File: src/hw/rtl/rrq_pkg.sv
// Shared types and constants for the round-robin run queue.
// Holds payload structs, request and status codes and controller states.
// No dependencies.
package rrq_pkg;

  localparam int unsigned CAP_W       = 5;
  localparam int unsigned PID_FIELD_W = 16;
  localparam int unsigned TOTAL_W     = 5;

  typedef logic [CAP_W-1:0]       cap_t;
  typedef logic [PID_FIELD_W-1:0] pid_field_t;
  typedef logic [TOTAL_W-1:0]     total_t;

  localparam cap_t CAP_RESET = cap_t'(16);

  typedef enum logic [1:0] {
    REQ_ADD    = 2'd0,
    REQ_REMOVE = 2'd1,
    REQ_ROTATE = 2'd2,
    REQ_LOOKUP = 2'd3
  } rrq_req_e;

  typedef enum logic [1:0] {
    STAT_OK        = 2'd0,
    STAT_FULL      = 2'd1,
    STAT_NOT_FOUND = 2'd2
  } rrq_status_e;

  typedef enum logic [2:0] {
    S_IDLE,
    S_SCAN,
    S_SHIFT,
    S_ROT_RD,
    S_ROT_WR,
    S_HEAD_RD,
    S_RESP
  } rrq_state_e;

  typedef struct packed {
    logic [1:0] req_type;
    pid_field_t proc_id;
  } rrq_in_t;

  typedef struct packed {
    logic [1:0] status;
    logic       head_valid;
    pid_field_t head_pid;
    total_t     entry_total;
  } rrq_out_t;

endpackage

File: src/hw/rtl/rrq_mem.sv
// Ring storage for the run queue: one write port, one read port,
// read data registered. No package dependency.
module rrq_mem #(
  parameter int unsigned DEPTH = 16,
  parameter int unsigned WIDTH = 16
) (
  input  logic                     clk_i,
  input  logic                     we_i,
  input  logic [$clog2(DEPTH)-1:0] waddr_i,
  input  logic [WIDTH-1:0]         wdata_i,
  input  logic                     re_i,
  input  logic [$clog2(DEPTH)-1:0] raddr_i,
  output logic [WIDTH-1:0]         rdata_o
);

  logic [WIDTH-1:0] mem_q [DEPTH];
  logic [WIDTH-1:0] rdata_q;

  always_ff @(posedge clk_i) begin
    if (we_i) begin
      mem_q[waddr_i] <= wdata_i;
    end
  end

  always_ff @(posedge clk_i) begin
    if (re_i) begin
      rdata_q <= mem_q[raddr_i];
    end
  end

  assign rdata_o = rdata_q;

endmodule

File: src/hw/rtl/rrq_ctrl.sv
// Run queue sequencer: decodes requests, walks the ring through the
// storage ports, keeps head and count, and holds the result register.
// Depends on rrq_pkg.
module rrq_ctrl #(
  parameter int unsigned QUEUE_DEPTH = 16,
  parameter int unsigned PID_WIDTH   = 16
) (
  input  logic                             clk_i,
  input  logic                             rst_ni,
  input  logic                             in_valid_i,
  output logic                             in_ready_o,
  input  rrq_pkg::rrq_in_t                 in_data_i,
  output logic                             out_valid_o,
  input  logic                             out_ready_i,
  output rrq_pkg::rrq_out_t                out_data_o,
  input  logic [$clog2(QUEUE_DEPTH+1)-1:0] cap_i,
  output logic                             mem_we_o,
  output logic [$clog2(QUEUE_DEPTH)-1:0]   mem_waddr_o,
  output logic [PID_WIDTH-1:0]             mem_wdata_o,
  output logic                             mem_re_o,
  output logic [$clog2(QUEUE_DEPTH)-1:0]   mem_raddr_o,
  input  logic [PID_WIDTH-1:0]             mem_rdata_i
);

  import rrq_pkg::*;

  localparam int unsigned IW = $clog2(QUEUE_DEPTH);
  localparam int unsigned CW = $clog2(QUEUE_DEPTH + 1);

  typedef logic [CW-1:0] cnt_t;
  typedef logic [IW-1:0] idx_t;

  // head + offset, wrapped; the sum stays below twice the depth
  function automatic idx_t ring_idx(input idx_t base, input cnt_t off);
    logic [CW:0] sum;
    sum = (CW+1)'(base) + (CW+1)'(off);
    if (sum >= (CW+1)'(QUEUE_DEPTH)) begin
      sum = sum - (CW+1)'(QUEUE_DEPTH);
    end
    return idx_t'(sum);
  endfunction

  rrq_state_e  state_q, state_d;
  idx_t        head_q, head_d;
  cnt_t        count_q, count_d;
  cnt_t        walk_q, walk_d;
  cnt_t        tag_q, tag_d;
  logic        tag_v_q, tag_v_d;
  rrq_req_e    req_q, req_d;
  logic [PID_WIDTH-1:0] pid_q, pid_d;
  rrq_status_e status_q, status_d;
  logic        out_valid_q, out_valid_d;
  rrq_out_t    out_q, out_d;

  logic [PID_WIDTH-1:0] pid_in;
  rrq_req_e             req_in;
  cnt_t                 walk_off;
  cnt_t                 tag_off;
  logic                 hit;

  assign pid_in = PID_WIDTH'(in_data_i.proc_id);
  assign req_in = rrq_req_e'(in_data_i.req_type);

  // search order: head, tail, then the middle from the head onward
  always_comb begin
    if (walk_q == '0) begin
      walk_off = '0;
    end else if (walk_q == cnt_t'(1)) begin
      walk_off = count_q - cnt_t'(1);
    end else begin
      walk_off = walk_q - cnt_t'(1);
    end
    if (tag_q == '0) begin
      tag_off = '0;
    end else if (tag_q == cnt_t'(1)) begin
      tag_off = count_q - cnt_t'(1);
    end else begin
      tag_off = tag_q - cnt_t'(1);
    end
  end

  assign hit = (mem_rdata_i == pid_q);

  always_comb begin
    state_d     = state_q;
    head_d      = head_q;
    count_d     = count_q;
    walk_d      = walk_q;
    tag_d       = tag_q;
    tag_v_d     = tag_v_q;
    req_d       = req_q;
    pid_d       = pid_q;
    status_d    = status_q;
    out_valid_d = out_valid_q & ~out_ready_i;
    out_d       = out_q;
    in_ready_o  = 1'b0;
    mem_we_o    = 1'b0;
    mem_waddr_o = head_q;
    mem_wdata_o = pid_q;
    mem_re_o    = 1'b0;
    mem_raddr_o = head_q;

    case (state_q)
      S_IDLE: begin
        in_ready_o = 1'b1;
        if (in_valid_i) begin
          req_d    = req_in;
          pid_d    = pid_in;
          status_d = STAT_OK;
          walk_d   = '0;
          tag_v_d  = 1'b0;
          case (req_in)
            REQ_ADD: begin
              state_d = S_HEAD_RD;
              if (count_q < cap_i) begin
                mem_we_o    = 1'b1;
                mem_waddr_o = ring_idx(head_q, count_q);
                mem_wdata_o = pid_in;
                count_d     = count_q + cnt_t'(1);
              end else begin
                status_d = STAT_FULL;
              end
            end
            REQ_ROTATE: begin
              state_d = (count_q >= cnt_t'(2)) ? S_ROT_RD : S_HEAD_RD;
            end
            REQ_REMOVE, REQ_LOOKUP: begin
              if (count_q == '0) begin
                status_d = STAT_NOT_FOUND;
                state_d  = S_HEAD_RD;
              end else begin
                state_d = S_SCAN;
              end
            end
            default: begin
              state_d = S_HEAD_RD;
            end
          endcase
        end
      end

      // reads are issued one per cycle; compare runs one entry behind
      S_SCAN: begin
        if (walk_q < count_q) begin
          mem_re_o    = 1'b1;
          mem_raddr_o = ring_idx(head_q, walk_off);
          walk_d      = walk_q + cnt_t'(1);
          tag_d       = walk_q;
          tag_v_d     = 1'b1;
        end else begin
          tag_v_d = 1'b0;
        end
        if (tag_v_q) begin
          if (hit) begin
            if (req_q == REQ_LOOKUP) begin
              state_d = S_HEAD_RD;
            end else if (tag_off == '0) begin
              head_d  = (count_q == cnt_t'(1)) ? '0 : ring_idx(head_q, cnt_t'(1));
              count_d = count_q - cnt_t'(1);
              state_d = S_HEAD_RD;
            end else begin
              walk_d  = tag_off + cnt_t'(1);
              tag_v_d = 1'b0;
              state_d = S_SHIFT;
            end
          end else if (tag_q == count_q - cnt_t'(1)) begin
            status_d = STAT_NOT_FOUND;
            state_d  = S_HEAD_RD;
          end
        end
      end

      // close the gap: entry at offset k+1 moves to offset k
      S_SHIFT: begin
        if (tag_v_q) begin
          mem_we_o    = 1'b1;
          mem_waddr_o = ring_idx(head_q, tag_q - cnt_t'(1));
          mem_wdata_o = mem_rdata_i;
        end
        if (walk_q < count_q) begin
          mem_re_o    = 1'b1;
          mem_raddr_o = ring_idx(head_q, walk_q);
          walk_d      = walk_q + cnt_t'(1);
          tag_d       = walk_q;
          tag_v_d     = 1'b1;
        end else begin
          tag_v_d = 1'b0;
          count_d = count_q - cnt_t'(1);
          state_d = S_HEAD_RD;
        end
      end

      S_ROT_RD: begin
        mem_re_o = 1'b1;
        state_d  = S_ROT_WR;
      end

      S_ROT_WR: begin
        mem_we_o    = 1'b1;
        mem_waddr_o = ring_idx(head_q, count_q);
        mem_wdata_o = mem_rdata_i;
        head_d      = ring_idx(head_q, cnt_t'(1));
        state_d     = S_HEAD_RD;
      end

      S_HEAD_RD: begin
        mem_re_o = 1'b1;
        state_d  = S_RESP;
      end

      S_RESP: begin
        if (!out_valid_q || out_ready_i) begin
          out_valid_d             = 1'b1;
          out_d.status            = status_q;
          out_d.head_valid        = (count_q != '0);
          out_d.head_pid          = (count_q != '0) ? pid_field_t'(mem_rdata_i) : '0;
          out_d.entry_total       = total_t'(count_q);
          state_d                 = S_IDLE;
        end
      end

      default: begin
        state_d = S_IDLE;
      end
    endcase
  end

  always_ff @(posedge clk_i or negedge rst_ni) begin
    if (!rst_ni) begin
      state_q     <= S_IDLE;
      head_q      <= '0;
      count_q     <= '0;
      walk_q      <= '0;
      tag_q       <= '0;
      tag_v_q     <= 1'b0;
      out_valid_q <= 1'b0;
    end else begin
      state_q     <= state_d;
      head_q      <= head_d;
      count_q     <= count_d;
      walk_q      <= walk_d;
      tag_q       <= tag_d;
      tag_v_q     <= tag_v_d;
      out_valid_q <= out_valid_d;
    end
  end

  always_ff @(posedge clk_i) begin
    req_q    <= req_d;
    pid_q    <= pid_d;
    status_q <= status_d;
    out_q    <= out_d;
  end

  assign out_valid_o = out_valid_q;
  assign out_data_o  = out_q;

`ifndef ASSERT_OFF
  a_count_bound: assert property (@(posedge clk_i) disable iff (!rst_ni)
    count_q <= cnt_t'(QUEUE_DEPTH))
    else $error("entry count above queue depth");

  a_no_rw_clash: assert property (@(posedge clk_i) disable iff (!rst_ni)
    (mem_we_o && mem_re_o) |-> (mem_waddr_o != mem_raddr_o))
    else $error("read and write to the same slot in one cycle");

  a_empty_head: assert property (@(posedge clk_i) disable iff (!rst_ni)
    (count_q == '0) |-> (head_q == '0))
    else $error("empty queue with nonzero head slot");

  a_accept_leaves_idle: assert property (@(posedge clk_i) disable iff (!rst_ni)
    (in_valid_i && in_ready_o) |=> (state_q != S_IDLE))
    else $error("request accepted but sequencer stayed idle");

  a_result_from_resp: assert property (@(posedge clk_i) disable iff (!rst_ni)
    $rose(out_valid_q) |-> $past(state_q == S_RESP))
    else $error("result loaded outside the response step");
`endif

endmodule

File: src/hw/rtl/round_robin_run_queue.sv
// Top level of the round-robin run queue: capacity register, clamp,
// sequencer and ring storage. Depends on rrq_pkg, rrq_ctrl and rrq_mem.
//
//  channel  direction  handshake                 payload
//  in       in         in_valid_i / in_ready_o   in_data_i   (rrq_in_t)
//  out      out        out_valid_o / out_ready_i out_data_o  (rrq_out_t)
//  cfg      in         cfg_valid_i / cfg_ready_o cfg_data_i  (capacity limit)
//
// One request at a time. Every request ends with a read of the head slot for the
// result; rotate with two or more entries first copies the head to the tail. A
// search reads one slot per cycle through the single read port; a remove from
// the middle or tail then shifts the rest down.
// The next request is taken while the previous result waits on out.
// Reset empties the queue and sets the capacity to 16; storage is not cleared.
module round_robin_run_queue #(
  parameter int unsigned QUEUE_DEPTH = 16,
  parameter int unsigned PID_WIDTH   = 16
) (
  input  logic              clk_i,
  input  logic              rst_ni,
  input  logic              in_valid_i,
  output logic              in_ready_o,
  input  rrq_pkg::rrq_in_t  in_data_i,
  output logic              out_valid_o,
  input  logic              out_ready_i,
  output rrq_pkg::rrq_out_t out_data_o,
  input  logic              cfg_valid_i,
  output logic              cfg_ready_o,
  input  rrq_pkg::cap_t     cfg_data_i
);

  import rrq_pkg::*;

  localparam int unsigned IW    = $clog2(QUEUE_DEPTH);
  localparam int unsigned CW    = $clog2(QUEUE_DEPTH + 1);
  localparam int unsigned CMP_W = (CW > CAP_W) ? CW : CAP_W;

  cap_t             cap_q;
  logic [CMP_W-1:0] cap_wide;
  logic [CW-1:0]    cap_eff;

  logic                 mem_we;
  logic [IW-1:0]        mem_waddr;
  logic [PID_WIDTH-1:0] mem_wdata;
  logic                 mem_re;
  logic [IW-1:0]        mem_raddr;
  logic [PID_WIDTH-1:0] mem_rdata;

  assign cfg_ready_o = 1'b1;

  always_ff @(posedge clk_i or negedge rst_ni) begin
    if (!rst_ni) begin
      cap_q <= CAP_RESET;
    end else if (cfg_valid_i) begin
      cap_q <= cfg_data_i;
    end
  end

  // a limit above the ring size acts as the ring size
  assign cap_wide = CMP_W'(cap_q);
  assign cap_eff  = (cap_wide > CMP_W'(QUEUE_DEPTH)) ? CW'(QUEUE_DEPTH) : CW'(cap_wide);

  rrq_ctrl #(
    .QUEUE_DEPTH (QUEUE_DEPTH),
    .PID_WIDTH   (PID_WIDTH)
  ) u_ctrl (
    .clk_i       (clk_i),
    .rst_ni      (rst_ni),
    .in_valid_i  (in_valid_i),
    .in_ready_o  (in_ready_o),
    .in_data_i   (in_data_i),
    .out_valid_o (out_valid_o),
    .out_ready_i (out_ready_i),
    .out_data_o  (out_data_o),
    .cap_i       (cap_eff),
    .mem_we_o    (mem_we),
    .mem_waddr_o (mem_waddr),
    .mem_wdata_o (mem_wdata),
    .mem_re_o    (mem_re),
    .mem_raddr_o (mem_raddr),
    .mem_rdata_i (mem_rdata)
  );

  rrq_mem #(
    .DEPTH (QUEUE_DEPTH),
    .WIDTH (PID_WIDTH)
  ) u_mem (
    .clk_i   (clk_i),
    .we_i    (mem_we),
    .waddr_i (mem_waddr),
    .wdata_i (mem_wdata),
    .re_i    (mem_re),
    .raddr_i (mem_raddr),
    .rdata_o (mem_rdata)
  );

endmodule

File: config.mk
export PLATFORM = sky130hd
export DESIGN_NAME = round_robin_run_queue
export DESIGN_NICKNAME = d
export VERILOG_FILES = /design/src/hw/rtl/rrq_pkg.sv /design/src/hw/rtl/rrq_mem.sv /design/src/hw/rtl/rrq_ctrl.sv /design/src/hw/rtl/round_robin_run_queue.sv
export SDC_FILE = /design/constraint.sdc
export NUM_CORES = 1
export LEC_CHECK = 0
export BUFFER_PORTS_ARGS = -buffer_cell sky130_fd_sc_hd__buf_4
export CAP_MARGIN = 20
export CORE_MARGIN = 3
export CORE_UTILIZATION = 40
export DETAILED_ROUTE_END_ITERATION = 7
export HOLD_SLACK_MARGIN = 0.08
export PLACE_DENSITY = 0.56
export SETUP_SLACK_MARGIN = 0.5
export SLEW_MARGIN = 20
export SYNTH_ARGS = -nofsm -noshare
export SYNTH_HDL_FRONTEND = slang
export SYNTH_SLANG_ARGS = --single-unit
export TNS_END_PERCENT = 30
File: constraint.sdc
create_clock -name clk_i -period 4.4 [get_ports clk_i]
set_input_delay 0.44 -clock clk_i [delete_from_list [all_inputs] [get_ports clk_i]]
set_output_delay 0.44 -clock clk_i [all_outputs]
set_load 0.1 [all_outputs]
==> results.md <==
* Ant diodes at 0
* Async S/R FF share, synth at 0.0841
* Fillers at 3430
* Initial antenna violation count at 0
* Largest net degree at the start of global routing at 65
* Main area contributors after synthesis: edfxtp_1 60%, dfrtp_1 4.4%, mux2i_1 4.1%
* Number of global-route vias before repair at between 9000 and 10000
* Buffers on Ports at 53
* Register area at just over 0.01 mm²
* Number of remaining DRC errors at 0
* Synthesis Warnings at 0
* # setup viols final at 0
* GRT Residual Overflow at 0
* Initial DRC Count at 934
* Post-synthesis compound-gate area fraction at 0.124
* Worst Path Buf+Inv at 3
* Chip Height at 205 µm
* Die ar. at 0.0421 mm²
* CTS tree: yes
* DIE WIDTH at between 200 and 250 µm
* Fraction of layout cells with a size suffix above 1 at 0.189
* Status: completed
* Crit path required time at between 4 and 5 ns
* Synth top area share at 0.598
* Synth area leader: edfxtp_1
* Drt pass-1 iters at 5
* Clock latency at the later pin of the worst-skew pair at 0.53 ns
* Post-Synthesis Cells at between 1000 and 1500
* CP max FO at 16
* Top delay family on crit path: compound AO/OA/AOI/OAI gates
* Headroom to the max-slew limit at 0.323
* Mux cell area share after synthesis at 0.0587
* Num CTS Buffers at 38
* Vias per cell at 5.47
* Synthesized area per cell at approximately 14 µm²
* Main combinational cell family by area after synthesis: compound AO/OA/AOI/OAI gates
* Mapped Area at between 0.015 and 0.02 mm²
* Slew Viols, Final at 0
* Most frequent cells in the layout: 316 x edfxtp_1, 115 x buf_4, 85 x a21oi_1
* Hold violation count in the final report at 0
* Max H-tree Level at 2
* Clock Tree Root: clkbuf_16
* Seq cells post-synth at between 300 and 400
* Routed length per instance at ~21 µm
* Most common cell after layout, fill and taps aside: edfxtp_1
* Post-DP HPWL at approximately 24000 µm
* Cell with the most instances on the worst path: inv_1
* Setup_tns at 0 ns
* Vias at between 9000 and 10000
* Core area at ~0.039 mm²
* Setup Skew at 0.0122 ns
* Post-Synth Adder-Cell Area at 0.0326
* Ys flop type: edfxtp_1
* Fmax at around 260 MHz
* Crit share post-route at 0.863
* Crit path capture type: flip-flop
* Unrepaired setup endpoints after global routing: true
* Number of flops mapped to enable cells by yosys at between 300 and 400
* Critical Path Source Type: flip-flop
* Worst Tran Pin Value at ~1.0 ns
* CP Class: flip-flop to flip-flop
* CTS sink count at about 350
* Post-synthesis simple-gate area fraction at 0.0818
* Crit-path max cell delay at roughly 0.70 ns
* Final nets at 1329
* CP arrival at just under 4 ns
* Cells along the critical path: inv_1 -> nand2_1 -> ha_1 -> and4_1 -> a21oi_1 -> o2111ai_1 -> a211o_1 -> buf_4 -> a222oi_1 -> inv_1
* Io pins at 55
* Synth Net Count at approximately 1200
* Sequential fraction of the synthesis area at 0.644
* Hold Path Class: input pin to flip-flop
* Distinct cells, synth at 69
* Final Critical Period at 3.80 ns
* Total GRT Usage at 0.177
* Routed Antenna Nets at 0
* Row cnt at 72
* Min Hold Slack at around 0.10 ns
* Area Growth Syn to Fin at 16.9%
* Area of the multi-input gates at between 0.005 and 0.006 mm²
* Initial Utilization at 0.408
* Xor/xnor share of the synthesized area at 0.0248
* Clock transition at path regs at 0.06 ns
* Placer Congestion at about 0.82
* CP max stage cell: a222oi_1
* Max-cap viol count at 0
* DRT Wirelength at just under 40000 µm
* First-pass GRT wire length at 56600 µm
* CTS Buffer Depth at 3
## layer usage
layer | up-vias | track usage | wire (µm)
met1 | 4922 | 0.258 | 18000
met3 | 48 | 0.0291 | 2230
met2 | 294 | 0.280 | 17800
met5 | - | 0 | 0
met4 | 0 | 0.0410 | 724
li1 | 4623 | - | -
## worst reg2reg max path: stages, from the launching register on
cell       delay [ns]
dfstp_2          0.52
inv_1            0.08
nand2_1          0.07
ha_1             0.24
and4_1           0.20
a21oi_1          0.24
o2111ai_1        0.28
a211o_1          0.44
buf_4            0.23
a222oi_1         0.71
inv_1            0.43
## per-stage QoR
stage	worst slack, ns	cells	instance area (µm²)	util
2_1_floorplan	0.620	1161	15900	-
3_3_place_gp	0.519	1723	17200	0.441
3_5_place_dp	0.455	1723	17200	0.441
4_1_cts	0.471	1793	18300	0.471
5_1_grt	0.486	1807	18600	0.477
6_report	0.604	1807	18600	0.477
## final cells by class
| cell class | instances | share of cell area |
|---|---|---|
| sequential | 345 | 0.551 |
| multi-input combinational | 705 | 0.282 |
| timing repair buffer | 130 | 0.0623 |
| clock buffer | 48 | 0.0550 |
| tap | 518 | 0.0349 |
| inverter | 42 | 0.00850 |
| clock inverter | 19 | 0.00701 |
## registers in the layout (all words and copies together) (netlist names)
name	count
u_mem.mem_q	256
u_ctrl.out_data_o	24
u_ctrl.pid_q	16
u_mem.rdata_o	16
cap_q	5
u_ctrl.count_q	5
u_ctrl.tag_q	5
u_ctrl.walk_q	5
u_ctrl.head_q	4
u_ctrl.state_q	3
u_ctrl.req_q	2
u_ctrl.status_q	2
u_ctrl.out_valid_o	1
u_ctrl.tag_v_q	1
## cell usage after synthesis, types with 3 or more instances
cell type / count
a21o_1: 40
a21oi_1: 85
a221o_1: 3
a221oi_1: 36
a222oi_1: 13
a22oi_1: 36
a31oi_1: 3
and2_1: 17
and3_1: 7
buf_2: 32
buf_4: 10
buf_6: 6
clkbuf_1: 20
dfrtp_1: 28
edfxtp_1: 316
fa_1: 4
ha_1: 35
inv_1: 41
mux2_2: 25
mux2i_1: 65
nand2_1: 54
nand2b_1: 71
nand3_1: 9
nand4_1: 9
nor2_1: 44
nor3_1: 15
nor3b_1: 3
nor4_1: 4
o211ai_1: 4
o21ai_0: 33
o22ai_1: 6
o311ai_1: 3
xnor2_1: 31
xor2_1: 14
## timing repair
item / CTS / global route
setup endpoints to repair: 26 / 66
cloned: 0 / 3
hold buffers: 3 / 0
resized for setup: 1 / 15
hold endpoints to repair: 30 / 0
buffers inserted: 0 / 11
pin swaps: 0 / 3
## final timing paths
kind | start | to | slack [ns] | cells past startpoint
min reg2reg | u_ctrl.status_q[1]$_SDFFCE_PP1P_ | u_ctrl.out_data_o[23]$_DFFE_PP_ | 0.42 | 0
max | cap_q[4]$_DFFE_PN1P_ | u_mem.mem_q[9][4]$_DFFE_PP_ | 0.60 | 10
min in group asynchronous | rst_ni | cap_q[0]$_DFFE_PN0P_ | 0.40 | 2
max in group asynchronous | rst_ni | cap_q[4]$_DFFE_PN1P_ | 3.67 | 2
min | in_data_i[6] | u_ctrl.pid_q[6]$_DFFE_PP_ | 0.10 | 1
max reg2reg | cap_q[4]$_DFFE_PN1P_ | u_mem.mem_q[9][4]$_DFFE_PP_ | 0.60 | 10
## logic make-up after synthesis
logic type,after synthesis
flip-flops,345
AO/OA/AOI/OAI,285
AND/OR/NAND/NOR,245
buffers and inverters,111
multiplexers,90
XOR/XNOR,45
adder cells (fa/ha/maj),39
other,1
Power is not shown: default switching activity piles up to over one toggle a cycle in this logic, so the estimate is an artifact.
